**src/rtl/gpib_hs_pkg.sv**
```systemverilog
// ----------------------------------------------------------------------------
// gpib_hs_pkg
// Types, codes and the command decoder shared by the GPIB handshake engine.
// ----------------------------------------------------------------------------
package gpib_hs_pkg;

  // field widths
  localparam int unsigned KindW   = 3;
  localparam int unsigned ByteW   = 8;
  localparam int unsigned SettleW = 10;
  localparam int unsigned EventW  = 3;
  localparam int unsigned CmdW    = 3;
  localparam int unsigned AddrW   = 5;
  localparam int unsigned CfgIdxW = 1;
  localparam int unsigned CfgDatW = 10;

  // register indexes
  localparam logic [CfgIdxW-1:0] REG_TALK_MODE    = 1'd0;
  localparam logic [CfgIdxW-1:0] REG_SETTLE_TICKS = 1'd1;

  localparam logic [SettleW-1:0] SETTLE_RESET = 10'd10;

  // request kinds
  localparam logic [KindW-1:0] KIND_TICK   = 3'd0;
  localparam logic [KindW-1:0] KIND_CMD    = 3'd1;
  localparam logic [KindW-1:0] KIND_DATA   = 3'd2;
  localparam logic [KindW-1:0] KIND_FINISH = 3'd3;
  localparam logic [KindW-1:0] KIND_REJECT = 3'd4;
  localparam logic [KindW-1:0] KIND_SEND   = 3'd5;

  // command bytes and masks, logical polarity
  localparam logic [ByteW-1:0] BYTE_DCL     = 8'b0001_0100;
  localparam logic [ByteW-1:0] BYTE_SPE     = 8'b0001_1000;
  localparam logic [ByteW-1:0] BYTE_SPD     = 8'b0001_1001;
  localparam logic [ByteW-1:0] BYTE_UNL     = 8'b0011_1111;
  localparam logic [ByteW-1:0] BYTE_UNT     = 8'b0101_1111;
  localparam logic [ByteW-1:0] GROUP_MASK   = 8'b0110_0000;
  localparam logic [ByteW-1:0] GROUP_LISTEN = 8'b0010_0000;
  localparam logic [ByteW-1:0] GROUP_TALK   = 8'b0100_0000;
  localparam logic [ByteW-1:0] ADDR_MASK    = 8'b0001_1111;

  localparam logic [ByteW-1:0] BYTE_RELEASED = 8'hFF;

  typedef enum logic [3:0] {
    PH_IDLE   = 4'd0,
    PH_CMD    = 4'd1,
    PH_DATA   = 4'd2,
    PH_FINISH = 4'd3,
    PH_REJECT = 4'd4,
    PH_SETTLE = 4'd5,
    PH_READY  = 4'd6,
    PH_ACCEPT = 4'd7
  } phase_t;

  typedef enum logic [EventW-1:0] {
    EV_NONE     = 3'd0,
    EV_CMD      = 3'd1,
    EV_DATA     = 3'd2,
    EV_SENT     = 3'd3,
    EV_RELEASED = 3'd4
  } event_t;

  typedef enum logic [CmdW-1:0] {
    CMD_DCL     = 3'd0,
    CMD_SPE     = 3'd1,
    CMD_SPD     = 3'd2,
    CMD_UNL     = 3'd3,
    CMD_UNT     = 3'd4,
    CMD_MLA     = 3'd5,
    CMD_MTA     = 3'd6,
    CMD_UNKNOWN = 3'd7
  } cmd_t;

  // engine state
  typedef struct packed {
    phase_t             phase;
    logic [SettleW-1:0] settle_count;
    logic               ndac_level;
    logic               nrfd_level;
    logic               dav_level;
    logic               eoi_level;
    logic [ByteW-1:0]   data_drive;
    logic [ByteW-1:0]   latched_byte;
    logic               latched_atn;
    logic               latched_eoi;
  } state_t;

  // one sampled tick
  typedef struct packed {
    logic [KindW-1:0] kind;
    logic [ByteW-1:0] dio_in;
    logic             atn_in;
    logic             dav_in;
    logic             ndac_in;
    logic             nrfd_in;
    logic             eoi_in;
    logic [ByteW-1:0] tx_byte;
    logic             tx_eoi;
  } item_t;

  // one result
  typedef struct packed {
    logic             ndac_drive;
    logic             nrfd_drive;
    logic             dav_drive;
    logic             eoi_drive;
    logic [ByteW-1:0] dio_drive;
    logic             busy_res;
    event_t           event_res;
    logic [ByteW-1:0] rx_value;
    logic             rx_atn_level;
    logic             rx_eoi_level;
    cmd_t             cmd_type;
    logic [AddrW-1:0] cmd_address;
  } result_t;

  // classify a command byte
  function automatic cmd_t decode_cmd(input logic [ByteW-1:0] v);
    cmd_t t;
    if (v == BYTE_DCL)                          t = CMD_DCL;
    else if (v == BYTE_SPE)                     t = CMD_SPE;
    else if (v == BYTE_SPD)                     t = CMD_SPD;
    else if (v == BYTE_UNL)                     t = CMD_UNL;
    else if (v == BYTE_UNT)                     t = CMD_UNT;
    else if ((v & GROUP_MASK) == GROUP_LISTEN)  t = CMD_MLA;
    else if ((v & GROUP_MASK) == GROUP_TALK)    t = CMD_MTA;
    else                                        t = CMD_UNKNOWN;
    return t;
  endfunction

  // state after reset or a mode change
  function automatic state_t released_state(input state_t s);
    state_t r;
    r              = s;
    r.phase        = PH_IDLE;
    r.settle_count = '0;
    r.ndac_level   = 1'b1;
    r.nrfd_level   = 1'b1;
    r.dav_level    = 1'b1;
    r.eoi_level    = 1'b1;
    r.data_drive   = BYTE_RELEASED;
    return r;
  endfunction

endpackage

```
**src/rtl/gpib_hs_if.sv**
```systemverilog
// ----------------------------------------------------------------------------
// gpib_hs_if
// Valid/ready channels for bus ticks in and handshake results out.
// ----------------------------------------------------------------------------
interface gpib_hs_in_if;
  logic                          valid;
  logic                          ready;
  logic [gpib_hs_pkg::KindW-1:0] kind;
  logic [gpib_hs_pkg::ByteW-1:0] dio_in;
  logic                          atn_in;
  logic                          dav_in;
  logic                          ndac_in;
  logic                          nrfd_in;
  logic                          eoi_in;
  logic [gpib_hs_pkg::ByteW-1:0] tx_byte;
  logic                          tx_eoi;

  modport source (
    output valid, kind, dio_in, atn_in, dav_in, ndac_in, nrfd_in, eoi_in,
           tx_byte, tx_eoi,
    input  ready
  );
  modport sink (
    input  valid, kind, dio_in, atn_in, dav_in, ndac_in, nrfd_in, eoi_in,
           tx_byte, tx_eoi,
    output ready
  );
endinterface

interface gpib_hs_out_if;
  logic                           valid;
  logic                           ready;
  logic                           ndac_drive;
  logic                           nrfd_drive;
  logic                           dav_drive;
  logic                           eoi_drive;
  logic [gpib_hs_pkg::ByteW-1:0]  dio_drive;
  logic                           busy_res;
  logic [gpib_hs_pkg::EventW-1:0] event_res;
  logic [gpib_hs_pkg::ByteW-1:0]  rx_value;
  logic                           rx_atn_level;
  logic                           rx_eoi_level;
  logic [gpib_hs_pkg::CmdW-1:0]   cmd_type;
  logic [gpib_hs_pkg::AddrW-1:0]  cmd_address;

  modport source (
    output valid, ndac_drive, nrfd_drive, dav_drive, eoi_drive, dio_drive,
           busy_res, event_res, rx_value, rx_atn_level, rx_eoi_level,
           cmd_type, cmd_address,
    input  ready
  );
  modport sink (
    input  valid, ndac_drive, nrfd_drive, dav_drive, eoi_drive, dio_drive,
           busy_res, event_res, rx_value, rx_atn_level, rx_eoi_level,
           cmd_type, cmd_address,
    output ready
  );
endinterface

```
**src/rtl/gpib_hs_step.sv**
```systemverilog
// ----------------------------------------------------------------------------
// gpib_hs_step
// Next-state and result logic of the handshake engine for one bus tick.
// ----------------------------------------------------------------------------
module gpib_hs_step (
  input  gpib_hs_pkg::state_t                  st,
  input  gpib_hs_pkg::item_t                   item,
  input  logic                                 talk_mode,
  input  logic [gpib_hs_pkg::SettleW-1:0]      settle_ticks,
  output gpib_hs_pkg::state_t                  st_next,
  output gpib_hs_pkg::result_t                 res
);

  gpib_hs_pkg::state_t   nxt;
  gpib_hs_pkg::event_t   evt;
  gpib_hs_pkg::cmd_t     ctype;
  logic [gpib_hs_pkg::AddrW-1:0] caddr;
  logic                  send_start;
  logic [gpib_hs_pkg::ByteW-1:0] rx_byte;

  assign rx_byte = ~item.dio_in;

  // request intake, then one pass of the active sequence
  always_comb begin
    nxt        = st;
    evt        = gpib_hs_pkg::EV_NONE;
    ctype      = gpib_hs_pkg::CMD_UNKNOWN;
    caddr      = '0;
    send_start = 1'b0;

    if (st.phase == gpib_hs_pkg::PH_IDLE) begin
      if (!talk_mode && (item.kind inside {[gpib_hs_pkg::KIND_CMD:gpib_hs_pkg::KIND_REJECT]}))
      begin
        case (item.kind)
          gpib_hs_pkg::KIND_CMD: begin
            nxt.phase = gpib_hs_pkg::PH_CMD;
          end
          gpib_hs_pkg::KIND_DATA: begin
            nxt.ndac_level = 1'b0;
            nxt.phase      = gpib_hs_pkg::PH_DATA;
          end
          gpib_hs_pkg::KIND_FINISH: begin
            nxt.nrfd_level = 1'b0;
            nxt.ndac_level = 1'b1;
            nxt.phase      = gpib_hs_pkg::PH_FINISH;
          end
          default: begin
            nxt.ndac_level = 1'b1;
            nxt.phase      = gpib_hs_pkg::PH_REJECT;
          end
        endcase
      end else if (talk_mode && item.kind == gpib_hs_pkg::KIND_SEND) begin
        // place byte and eoi, settle wait starts next tick
        nxt.eoi_level    = ~item.tx_eoi;
        nxt.data_drive   = ~item.tx_byte;
        nxt.settle_count = settle_ticks;
        nxt.phase        = gpib_hs_pkg::PH_SETTLE;
        send_start       = 1'b1;
      end
    end

    if (!send_start) begin
      case (nxt.phase)
        gpib_hs_pkg::PH_CMD: begin
          if (item.atn_in) begin
            nxt.ndac_level = 1'b1;
          end else begin
            nxt.ndac_level = 1'b0;
            if (!item.dav_in) begin
              nxt.nrfd_level   = 1'b0;
              nxt.latched_byte = rx_byte;
              ctype            = gpib_hs_pkg::decode_cmd(rx_byte);
              if (ctype == gpib_hs_pkg::CMD_MLA || ctype == gpib_hs_pkg::CMD_MTA) begin
                caddr = rx_byte[gpib_hs_pkg::AddrW-1:0];
              end
              evt       = gpib_hs_pkg::EV_CMD;
              nxt.phase = gpib_hs_pkg::PH_IDLE;
            end
          end
        end
        gpib_hs_pkg::PH_DATA: begin
          if (!item.dav_in) begin
            nxt.latched_byte = rx_byte;
            nxt.latched_atn  = item.atn_in;
            nxt.latched_eoi  = item.eoi_in;
            evt              = gpib_hs_pkg::EV_DATA;
            nxt.phase        = gpib_hs_pkg::PH_IDLE;
          end
        end
        gpib_hs_pkg::PH_FINISH: begin
          if (item.dav_in) begin
            nxt.ndac_level = 1'b0;
            nxt.nrfd_level = 1'b1;
            evt            = gpib_hs_pkg::EV_RELEASED;
            nxt.phase      = gpib_hs_pkg::PH_IDLE;
          end
        end
        gpib_hs_pkg::PH_REJECT: begin
          if (item.dav_in) begin
            nxt.nrfd_level = 1'b1;
            evt            = gpib_hs_pkg::EV_RELEASED;
            nxt.phase      = gpib_hs_pkg::PH_IDLE;
          end
        end
        gpib_hs_pkg::PH_SETTLE: begin
          if (nxt.settle_count != '0) begin
            nxt.settle_count = nxt.settle_count - 1'b1;
          end else if (!item.ndac_in && item.nrfd_in) begin
            nxt.dav_level = 1'b0;
            nxt.phase     = gpib_hs_pkg::PH_ACCEPT;
          end
        end
        gpib_hs_pkg::PH_ACCEPT: begin
          if (item.ndac_in) begin
            nxt.dav_level = 1'b1;
            nxt.eoi_level = 1'b1;
            evt           = gpib_hs_pkg::EV_SENT;
            nxt.phase     = gpib_hs_pkg::PH_IDLE;
          end
        end
        default: begin
        end
      endcase
    end
  end

  assign st_next = nxt;

  // driven levels follow the mode, the rest reflects the new state
  always_comb begin
    res.ndac_drive   = talk_mode ? 1'b1 : nxt.ndac_level;
    res.nrfd_drive   = talk_mode ? 1'b1 : nxt.nrfd_level;
    res.dav_drive    = talk_mode ? nxt.dav_level : 1'b1;
    res.eoi_drive    = talk_mode ? nxt.eoi_level : 1'b1;
    res.dio_drive    = talk_mode ? nxt.data_drive : gpib_hs_pkg::BYTE_RELEASED;
    res.busy_res     = (nxt.phase != gpib_hs_pkg::PH_IDLE);
    res.event_res    = evt;
    res.rx_value     = nxt.latched_byte;
    res.rx_atn_level = nxt.latched_atn;
    res.rx_eoi_level = nxt.latched_eoi;
    res.cmd_type     = ctype;
    res.cmd_address  = caddr;
  end

endmodule

```
**src/rtl/gpib_device_handshake_engine.sv**
```systemverilog
// ----------------------------------------------------------------------------
// gpib_device_handshake_engine
// Device-side IEEE-488 three-wire handshake: command and data accept,
// release and reject as listener, byte send as talker.
// ----------------------------------------------------------------------------
//
//  channel  | dir | transaction
//  ---------+-----+--------------------------------------------------------
//  in_ch    | in  | one bus sample tick with an optional request
//  out_ch   | out | driven line levels, status, event and latched byte
//  cfg_*    | in  | register write: talk_mode (0), settle_ticks (1)
//
//  One tick per cycle while out_ch does not stall; a taken tick passes the
//  input register, then the result register, with the step logic between.
//  Engine state updates when a tick moves into the result register.
//  Synchronous reset releases all lines and clears state; no clearing pass.
//  A stall on out_ch holds both stages; in_ch stays ready while a stage frees.
//
module gpib_device_handshake_engine (
  input  logic                                clk,
  input  logic                                rst,
  gpib_hs_in_if.sink                          in_ch,
  gpib_hs_out_if.source                       out_ch,
  input  logic                                cfg_we,
  input  logic [gpib_hs_pkg::CfgIdxW-1:0]     cfg_index,
  input  logic [gpib_hs_pkg::CfgDatW-1:0]     cfg_data
);

  // configuration registers
  logic                              talk_mode;
  logic [gpib_hs_pkg::SettleW-1:0]   settle_ticks;

  // engine state
  gpib_hs_pkg::state_t  st;
  gpib_hs_pkg::state_t  st_next;
  gpib_hs_pkg::state_t  st_reset;

  // pipeline
  logic                  in_valid;
  gpib_hs_pkg::item_t    in_item;
  logic                  out_valid;
  gpib_hs_pkg::result_t  out_res;
  gpib_hs_pkg::result_t  res_next;
  logic                  advance;
  logic                  in_fire;
  logic                  step_fire;
  logic                  mode_change;

  assign advance     = !out_valid || out_ch.ready;
  assign in_ch.ready = !in_valid || advance;
  assign in_fire     = in_ch.valid && in_ch.ready;
  assign step_fire   = in_valid && advance;
  assign mode_change = cfg_we && (cfg_index == gpib_hs_pkg::REG_TALK_MODE)
                       && (cfg_data[0] != talk_mode);

  // reset value of the engine state
  always_comb begin
    st_reset              = gpib_hs_pkg::released_state(st);
    st_reset.latched_byte = '0;
    st_reset.latched_atn  = 1'b1;
    st_reset.latched_eoi  = 1'b1;
  end

  // configuration writes
  always_ff @(posedge clk) begin
    if (rst) begin
      talk_mode    <= 1'b0;
      settle_ticks <= gpib_hs_pkg::SETTLE_RESET;
    end else if (cfg_we) begin
      case (cfg_index)
        gpib_hs_pkg::REG_TALK_MODE:    talk_mode    <= cfg_data[0];
        gpib_hs_pkg::REG_SETTLE_TICKS: settle_ticks <= cfg_data[gpib_hs_pkg::SettleW-1:0];
        default: begin
        end
      endcase
    end
  end

  // state register
  always_ff @(posedge clk) begin
    if (rst) begin
      st <= st_reset;
    end else if (mode_change) begin
      st <= gpib_hs_pkg::released_state(st);
    end else if (step_fire) begin
      st <= st_next;
    end
  end

  // input register
  always_ff @(posedge clk) begin
    if (rst) begin
      in_valid <= 1'b0;
    end else if (in_ch.ready) begin
      in_valid <= in_ch.valid;
    end
  end

  always_ff @(posedge clk) begin
    if (in_fire) begin
      in_item.kind    <= in_ch.kind;
      in_item.dio_in  <= in_ch.dio_in;
      in_item.atn_in  <= in_ch.atn_in;
      in_item.dav_in  <= in_ch.dav_in;
      in_item.ndac_in <= in_ch.ndac_in;
      in_item.nrfd_in <= in_ch.nrfd_in;
      in_item.eoi_in  <= in_ch.eoi_in;
      in_item.tx_byte <= in_ch.tx_byte;
      in_item.tx_eoi  <= in_ch.tx_eoi;
    end
  end

  // one tick of handshake logic
  gpib_hs_step u_step (
    .st           (st),
    .item         (in_item),
    .talk_mode    (talk_mode),
    .settle_ticks (settle_ticks),
    .st_next      (st_next),
    .res          (res_next)
  );

  // result register
  always_ff @(posedge clk) begin
    if (rst) begin
      out_valid <= 1'b0;
    end else if (advance) begin
      out_valid <= in_valid;
    end
  end

  always_ff @(posedge clk) begin
    if (step_fire) begin
      out_res <= res_next;
    end
  end

  assign out_ch.valid        = out_valid;
  assign out_ch.ndac_drive   = out_res.ndac_drive;
  assign out_ch.nrfd_drive   = out_res.nrfd_drive;
  assign out_ch.dav_drive    = out_res.dav_drive;
  assign out_ch.eoi_drive    = out_res.eoi_drive;
  assign out_ch.dio_drive    = out_res.dio_drive;
  assign out_ch.busy_res     = out_res.busy_res;
  assign out_ch.event_res    = out_res.event_res;
  assign out_ch.rx_value     = out_res.rx_value;
  assign out_ch.rx_atn_level = out_res.rx_atn_level;
  assign out_ch.rx_eoi_level = out_res.rx_eoi_level;
  assign out_ch.cmd_type     = out_res.cmd_type;
  assign out_ch.cmd_address  = out_res.cmd_address;

  // a mode flip always leaves the engine idle with lines released
  a_mode_change_idle: assert property (@(posedge clk) disable iff (rst)
    mode_change |=> (st.phase == gpib_hs_pkg::PH_IDLE) && st.ndac_level && st.dav_level
                    && (st.data_drive == gpib_hs_pkg::BYTE_RELEASED))
    else $error("mode change did not abort the sequence");

  // settle counter only runs inside the settle wait
  a_settle_scope: assert property (@(posedge clk) disable iff (rst)
    (st.phase != gpib_hs_pkg::PH_SETTLE) |-> (st.settle_count == '0))
    else $error("settle counter live outside settle wait");

  // command fields only carry meaning on a command event
  a_cmd_fields: assert property (@(posedge clk) disable iff (rst)
    (out_valid && (out_res.event_res != gpib_hs_pkg::EV_CMD)) |->
      ((out_res.cmd_type == gpib_hs_pkg::CMD_UNKNOWN) && (out_res.cmd_address == '0)))
    else $error("command fields set without command event");

  // an event always closes its sequence
  a_event_not_busy: assert property (@(posedge clk) disable iff (rst)
    (out_valid && (out_res.event_res != gpib_hs_pkg::EV_NONE)) |-> !out_res.busy_res)
    else $error("event reported while sequence still running");

endmodule

```
**src/flat_wrapper.sv**
```systemverilog
// flat-port wrapper written by rule: the top's interface ports become plain ports
module gpib_device_handshake_engine_flat 
  (clk, rst, cfg_we, cfg_index, cfg_data, in_ch_valid, in_ch_kind, in_ch_dio_in, in_ch_atn_in, in_ch_dav_in, in_ch_ndac_in, in_ch_nrfd_in, in_ch_eoi_in, in_ch_tx_byte, in_ch_tx_eoi, in_ch_ready, out_ch_valid, out_ch_ndac_drive, out_ch_nrfd_drive, out_ch_dav_drive, out_ch_eoi_drive, out_ch_dio_drive, out_ch_busy_res, out_ch_event_res, out_ch_rx_value, out_ch_rx_atn_level, out_ch_rx_eoi_level, out_ch_cmd_type, out_ch_cmd_address, out_ch_ready);
  gpib_hs_in_if in_ch_i ();
  gpib_hs_out_if out_ch_i ();
  input  logic clk;
  input  logic rst;
  input  logic cfg_we;
  input  logic [gpib_hs_pkg::CfgIdxW-1:0] cfg_index;
  input  logic [gpib_hs_pkg::CfgDatW-1:0] cfg_data;
  input wire logic [$bits(in_ch_i.valid)-1:0] in_ch_valid;
  input wire logic [$bits(in_ch_i.kind)-1:0] in_ch_kind;
  input wire logic [$bits(in_ch_i.dio_in)-1:0] in_ch_dio_in;
  input wire logic [$bits(in_ch_i.atn_in)-1:0] in_ch_atn_in;
  input wire logic [$bits(in_ch_i.dav_in)-1:0] in_ch_dav_in;
  input wire logic [$bits(in_ch_i.ndac_in)-1:0] in_ch_ndac_in;
  input wire logic [$bits(in_ch_i.nrfd_in)-1:0] in_ch_nrfd_in;
  input wire logic [$bits(in_ch_i.eoi_in)-1:0] in_ch_eoi_in;
  input wire logic [$bits(in_ch_i.tx_byte)-1:0] in_ch_tx_byte;
  input wire logic [$bits(in_ch_i.tx_eoi)-1:0] in_ch_tx_eoi;
  output wire logic [$bits(in_ch_i.ready)-1:0] in_ch_ready;
  output wire logic [$bits(out_ch_i.valid)-1:0] out_ch_valid;
  output wire logic [$bits(out_ch_i.ndac_drive)-1:0] out_ch_ndac_drive;
  output wire logic [$bits(out_ch_i.nrfd_drive)-1:0] out_ch_nrfd_drive;
  output wire logic [$bits(out_ch_i.dav_drive)-1:0] out_ch_dav_drive;
  output wire logic [$bits(out_ch_i.eoi_drive)-1:0] out_ch_eoi_drive;
  output wire logic [$bits(out_ch_i.dio_drive)-1:0] out_ch_dio_drive;
  output wire logic [$bits(out_ch_i.busy_res)-1:0] out_ch_busy_res;
  output wire logic [$bits(out_ch_i.event_res)-1:0] out_ch_event_res;
  output wire logic [$bits(out_ch_i.rx_value)-1:0] out_ch_rx_value;
  output wire logic [$bits(out_ch_i.rx_atn_level)-1:0] out_ch_rx_atn_level;
  output wire logic [$bits(out_ch_i.rx_eoi_level)-1:0] out_ch_rx_eoi_level;
  output wire logic [$bits(out_ch_i.cmd_type)-1:0] out_ch_cmd_type;
  output wire logic [$bits(out_ch_i.cmd_address)-1:0] out_ch_cmd_address;
  input wire logic [$bits(out_ch_i.ready)-1:0] out_ch_ready;
  assign in_ch_i.valid = in_ch_valid;
  assign in_ch_i.kind = in_ch_kind;
  assign in_ch_i.dio_in = in_ch_dio_in;
  assign in_ch_i.atn_in = in_ch_atn_in;
  assign in_ch_i.dav_in = in_ch_dav_in;
  assign in_ch_i.ndac_in = in_ch_ndac_in;
  assign in_ch_i.nrfd_in = in_ch_nrfd_in;
  assign in_ch_i.eoi_in = in_ch_eoi_in;
  assign in_ch_i.tx_byte = in_ch_tx_byte;
  assign in_ch_i.tx_eoi = in_ch_tx_eoi;
  assign in_ch_ready = in_ch_i.ready;
  assign out_ch_valid = out_ch_i.valid;
  assign out_ch_ndac_drive = out_ch_i.ndac_drive;
  assign out_ch_nrfd_drive = out_ch_i.nrfd_drive;
  assign out_ch_dav_drive = out_ch_i.dav_drive;
  assign out_ch_eoi_drive = out_ch_i.eoi_drive;
  assign out_ch_dio_drive = out_ch_i.dio_drive;
  assign out_ch_busy_res = out_ch_i.busy_res;
  assign out_ch_event_res = out_ch_i.event_res;
  assign out_ch_rx_value = out_ch_i.rx_value;
  assign out_ch_rx_atn_level = out_ch_i.rx_atn_level;
  assign out_ch_rx_eoi_level = out_ch_i.rx_eoi_level;
  assign out_ch_cmd_type = out_ch_i.cmd_type;
  assign out_ch_cmd_address = out_ch_i.cmd_address;
  assign out_ch_i.ready = out_ch_ready;
  gpib_device_handshake_engine u_core (.clk(clk), .rst(rst), .in_ch(in_ch_i), .out_ch(out_ch_i), .cfg_we(cfg_we), .cfg_index(cfg_index), .cfg_data(cfg_data));
endmodule
```
**config.mk**
```make
export PLATFORM = sky130hd
export DESIGN_NAME = gpib_device_handshake_engine_flat
export DESIGN_NICKNAME = d
export VERILOG_FILES = /design/src/rtl/gpib_hs_pkg.sv /design/src/rtl/gpib_hs_if.sv /design/src/rtl/gpib_hs_step.sv /design/src/rtl/gpib_device_handshake_engine.sv /design/src/flat_wrapper.sv
export SDC_FILE = /design/constraint.sdc
export NUM_CORES = 1
export LEC_CHECK = 0
export ABC_AREA = 1
export BUFFER_PORTS_ARGS = -buffer_cell sky130_fd_sc_hd__buf_2
export CAP_MARGIN = 20
export CORE_MARGIN = 5
export CORE_UTILIZATION = 50
export CTS_BUF_LIST = sky130_fd_sc_hd__clkbuf_4 sky130_fd_sc_hd__clkbuf_8
export DETAILED_ROUTE_END_ITERATION = 16
export GPL_TIMING_DRIVEN = 0
export PLACE_DENSITY = 0.69
export SETUP_SLACK_MARGIN = 0.05
export SLEW_MARGIN = 30
export SYNTH_ARGS = -nofsm -noshare
export SYNTH_HDL_FRONTEND = slang
export SYNTH_SLANG_ARGS = --single-unit
```
**constraint.sdc**
```tcl
create_clock -name clk -period 3.3 [get_ports clk]
set_clock_uncertainty 0.15 [all_clocks]
set_input_delay 0.66 -clock clk [delete_from_list [all_inputs] [get_ports clk]]
set_output_delay 0.66 -clock clk [all_outputs]
set_load 0.005 [all_outputs]
```
==> results.txt <==
0 antenna diodes ended up in the layout. The level count of the clock H-tree is 3. In this run, CTS created clock tree buffers numbering 9. The count of nets left with antenna violations once routing finished came out at 0. Measured against its own limit, the worst slew margin works out to 58.3%.

The tools report the number of nets produced by synthesis as 632. Final hold analysis gives a worst-case slack of 0.310 ns. The vias after detailed routing was 4083; the post-route non-filler standard cell count was 814. The total of buffers placed on input and output ports was 76. After synthesis, the cell types taking the most area are sky130_fd_sc_hd__edfxtp_1 35%, sky130_fd_sc_hd__dfxtp_1 19%, sky130_fd_sc_hd__nand2_1 9.7%.

The Yosys warning count was 0. The tools report the total number of nets in the final design as 719. Detailed placement ended at an HPWL of 8580 um. Setup violation total in the final timing report: 0.

After global routing the overflow that remains totals 0. The power density normalized to cell area was 494 nW/um2. The critical path starts at u_core.in_item[23]$_DFFE_PP_. The worst setup path is captured at a flop. The worst-skew pair later-pin latency was 0.37 ns; the detailed-router iteration count before antenna repair was 6. The initial core utilization was 51.4%; the transition time of the tightest slew-check pin was 0.626 ns. The async set-reset flop share out of synthesis is 0%.

The startpoint identified for the worst hold timing path is in_ch_dio_in[3]. Across the whole layout, storage elements account for 2750 um2. The logs give 9820 um2 for the core footprint and 19200 um for the first-pass GRT wire length.

The mean area per synthesized cell is 8.57 um2. Entering global routing, the biggest net connects 44 pins. After detailed routing, the average wire length per cell comes to 14.1 um.

The synthesized design contains 108 register bits. The congestion estimate from routability-driven global placement came to 0.892. The number of slew-limit violations in the final report was 0; the area growth from synthesis to layout was 15.4%. In this run the biggest area consumer among cell types represents 35.1% of the synthesized area. Counting along the longest clock path gives a buffer depth of 2. The logs give 3948 for the number of global-route vias before repair and 0.000388 V for the worst-case vdd ir drop.

Yosys mapped a number of flops with a built-in enable equal to 59. The logs give 108 for the total clock sinks and 36 for the row count. TritonCTS built the clock tree.

Global routing used 19.3% of the available tracks across all layers. The biggest area consumer among synthesized cells is sky130_fd_sc_hd__edfxtp_1. From bottom edge to top edge, the die measures 110 um.

After layout, the design draws a total of 2870 uW. Clock-pin slew was measured on the worst setup and hold paths at 0.10 ns. The mean number of vias per cell came out at 5.02. The tightest min-delay check is of the input pin to flop type. The first routing iteration left 203 violations. The worst setup path is launched from a flop. Summed over all cells, the static leakage comes to 0.00259 uW. The final number of hold-violating endpoints is 0. The cell sitting at the root of the clock tree is a sky130_fd_sc_hd__clkbuf_8. Counting the fill cells in the layout gives 949. The number of antenna violations at the first check in global routing is 0. Summing every instance area after synthesis gives 5050 um2. The category of the critical setup timing path is flop to flop. The die covers 12200 um2.

Max-cap violations in this run came to 0. The routed design has 11500 um of wire. The run gives 0 as the number of hold buffers added after CTS. The post-route netlist has 21.9% of its cells at a drive strength greater than 1. Data arrival at the endpoint of the critical path: 2.88 ns.

The run finished with clean final reports. In this run, distinct cell masters in the synthesized netlist total 38. The die is 110 um wide.

Gates resized during post-CTS repair numbered 0. Timing would allow up to 0.356 GHz. Summing all multi-input logic gate instances after layout gives 1920 um2. The startpoint identified for the worst register-to-register timing path is u_core.in_item[23]$_DFFE_PP_. The run gives 3.36 ns as the required time of the critical path. The number of I/O pins was 77. Among all flip-flop cells after synthesis, the most frequent one is sky130_fd_sc_hd__edfxtp_1. Summed over all failing endpoints, the final setup total negative slack is 0 ns. The logs give 59.3% for the final core area utilization and 0 for the number of remaining DRC errors. The worst path uses 85.2% of the clock period. After technology mapping, the gate count stands at 589. Subtracting the final worst setup slack from the clock period gives 2.81 ns. The tools report the register-to-register path setup slack as 0.49 ns.

Setup repair after global routing left no endpoint under its margin. In this run the worst path has a maximum fanout of 10. The tools report the count of buffers added by post-CTS timing repair for setup as 0. The tools report the post-placement cell count as 798.

Sequential-to-total area share from yosys stat: 54.5%.
## synthesized netlist by cell type (8+ instances only)
cell,n
sky130_fd_sc_hd__nand2_1,130
sky130_fd_sc_hd__nor2_1,71
sky130_fd_sc_hd__inv_1,70
sky130_fd_sc_hd__edfxtp_1,59
sky130_fd_sc_hd__dfxtp_1,49
sky130_fd_sc_hd__a21oi_1,40
sky130_fd_sc_hd__o21ai_0,40
sky130_fd_sc_hd__nand3_1,21
sky130_fd_sc_hd__o21ai_1,18
sky130_fd_sc_hd__clkbuf_1,13
sky130_fd_sc_hd__nand2_2,13
sky130_fd_sc_hd__o21ai_2,8
## logic make-up (layout without fill, tap and decap cells)
group | count (synthesis) | in the layout | synth area share, %
simple gates | 270 | 270 | 24.9
compound gates | 111 | 111 | 11.8
flops | 108 | 108 | 54.5
buf+inv | 94 | 186 | 7.51
xor+xnor | 3 | 3 | 0.521
fa+ha+maj | 2 | 2 | 0.496
mux | 1 | 1 | 0.223
## final timing paths
path,to,depth (start not counted)
min reg2reg,u_core.st[20]$_SDFFE_PP1P_,2
max,u_core.out_ch.busy_res$_DFFE_PP_,17
min,u_core.in_item[17]$_DFFE_PP_,1
max reg2reg,u_core.out_ch.busy_res$_DFFE_PP_,17
## report_power, final
group,internal [uW],switching [uW]
registers,1500,34.4
logic,150,296
clock network,467,425
## critical path: stages, from the launching register on
cell	delay, ns
sky130_fd_sc_hd__edfxtp_1	0.43
sky130_fd_sc_hd__inv_2	0.09
sky130_fd_sc_hd__nand2_1	0.09
sky130_fd_sc_hd__nor2_4	0.15
sky130_fd_sc_hd__nand2_4	0.13
sky130_fd_sc_hd__buf_6	0.17
sky130_fd_sc_hd__o21ai_1	0.32
sky130_fd_sc_hd__ha_1	0.23
sky130_fd_sc_hd__nand3_1	0.07
sky130_fd_sc_hd__nor2_1	0.09
sky130_fd_sc_hd__nand2_1	0.09
sky130_fd_sc_hd__nor2_4	0.17
sky130_fd_sc_hd__nand3_1	0.09
sky130_fd_sc_hd__nand2_1	0.07
sky130_fd_sc_hd__nand3_1	0.08
sky130_fd_sc_hd__nand2_1	0.10
sky130_fd_sc_hd__nor2_1	0.04
sky130_fd_sc_hd__nand2_1	0.10
## metrics by stage
| stage | worst slack (ns) | instance area [um2] |
|---|---|---|
| 6_report | 0.489 | 5820 |
| 5_1_grt | 0.192 | 5820 |
| 4_1_cts | 0.486 | 5820 |
| 3_5_place_dp | 0.535 | 5600 |
| 3_3_place_gp | -0.195 | 5590 |
| 2_1_floorplan | 0.676 | 5050 |
## placed cells by master (no fill, tap or decap), types with 6 or more instances in the layout
cell,count
sky130_fd_sc_hd__inv_1,69
sky130_fd_sc_hd__o21ai_1,18
sky130_fd_sc_hd__edfxtp_1,59
sky130_fd_sc_hd__nor2_1,71
sky130_fd_sc_hd__nand3_1,21
sky130_fd_sc_hd__dfxtp_1,49
sky130_fd_sc_hd__o21ai_0,40
sky130_fd_sc_hd__o21ai_2,8
sky130_fd_sc_hd__inv_2,6
sky130_fd_sc_hd__nand2_1,130
sky130_fd_sc_hd__nor2_4,7
sky130_fd_sc_hd__buf_2,77
sky130_fd_sc_hd__a21oi_1,40
sky130_fd_sc_hd__nand2_2,13
sky130_fd_sc_hd__clkbuf_1,12
sky130_fd_sc_hd__clkbuf_8,10
## layer usage
metal | share of wire, % | vias to the layer above | track usage (%)
met3 | 5.5 | 12 | 4.10
met4 | 1.3 | 0 | 5.42
met1 | 48 | 1853 | 26.9
met2 | 45 | 127 | 30.5
met5 | 0 | - | 0
li1 | - | 2091 | -
## sequential cells by signal (all words and copies together) (netlist names), 3 cells and up
register                   flops
u_core.in_item                25
u_core.out_ch.cmd_address      5
u_core.out_ch.cmd_type         3
u_core.out_ch.dio_drive        8
u_core.out_ch.event_res        3
u_core.out_ch.rx_value         8
u_core.settle_ticks           10
u_core.st                     36
## cell type report
cell class                      count  area share [%]
Timing Repair Buffer               76            6.53
Tap cell                          133            2.86
Sequential cell                   108            47.3
Clock buffer                       12            2.62
Inverter                           77            5.01
Clock inverter                      4            1.27
Multi-Input combinational cell    387            32.9
Buffer                             17            1.57
No activity file was read; power rests on OpenSTA's default activity.
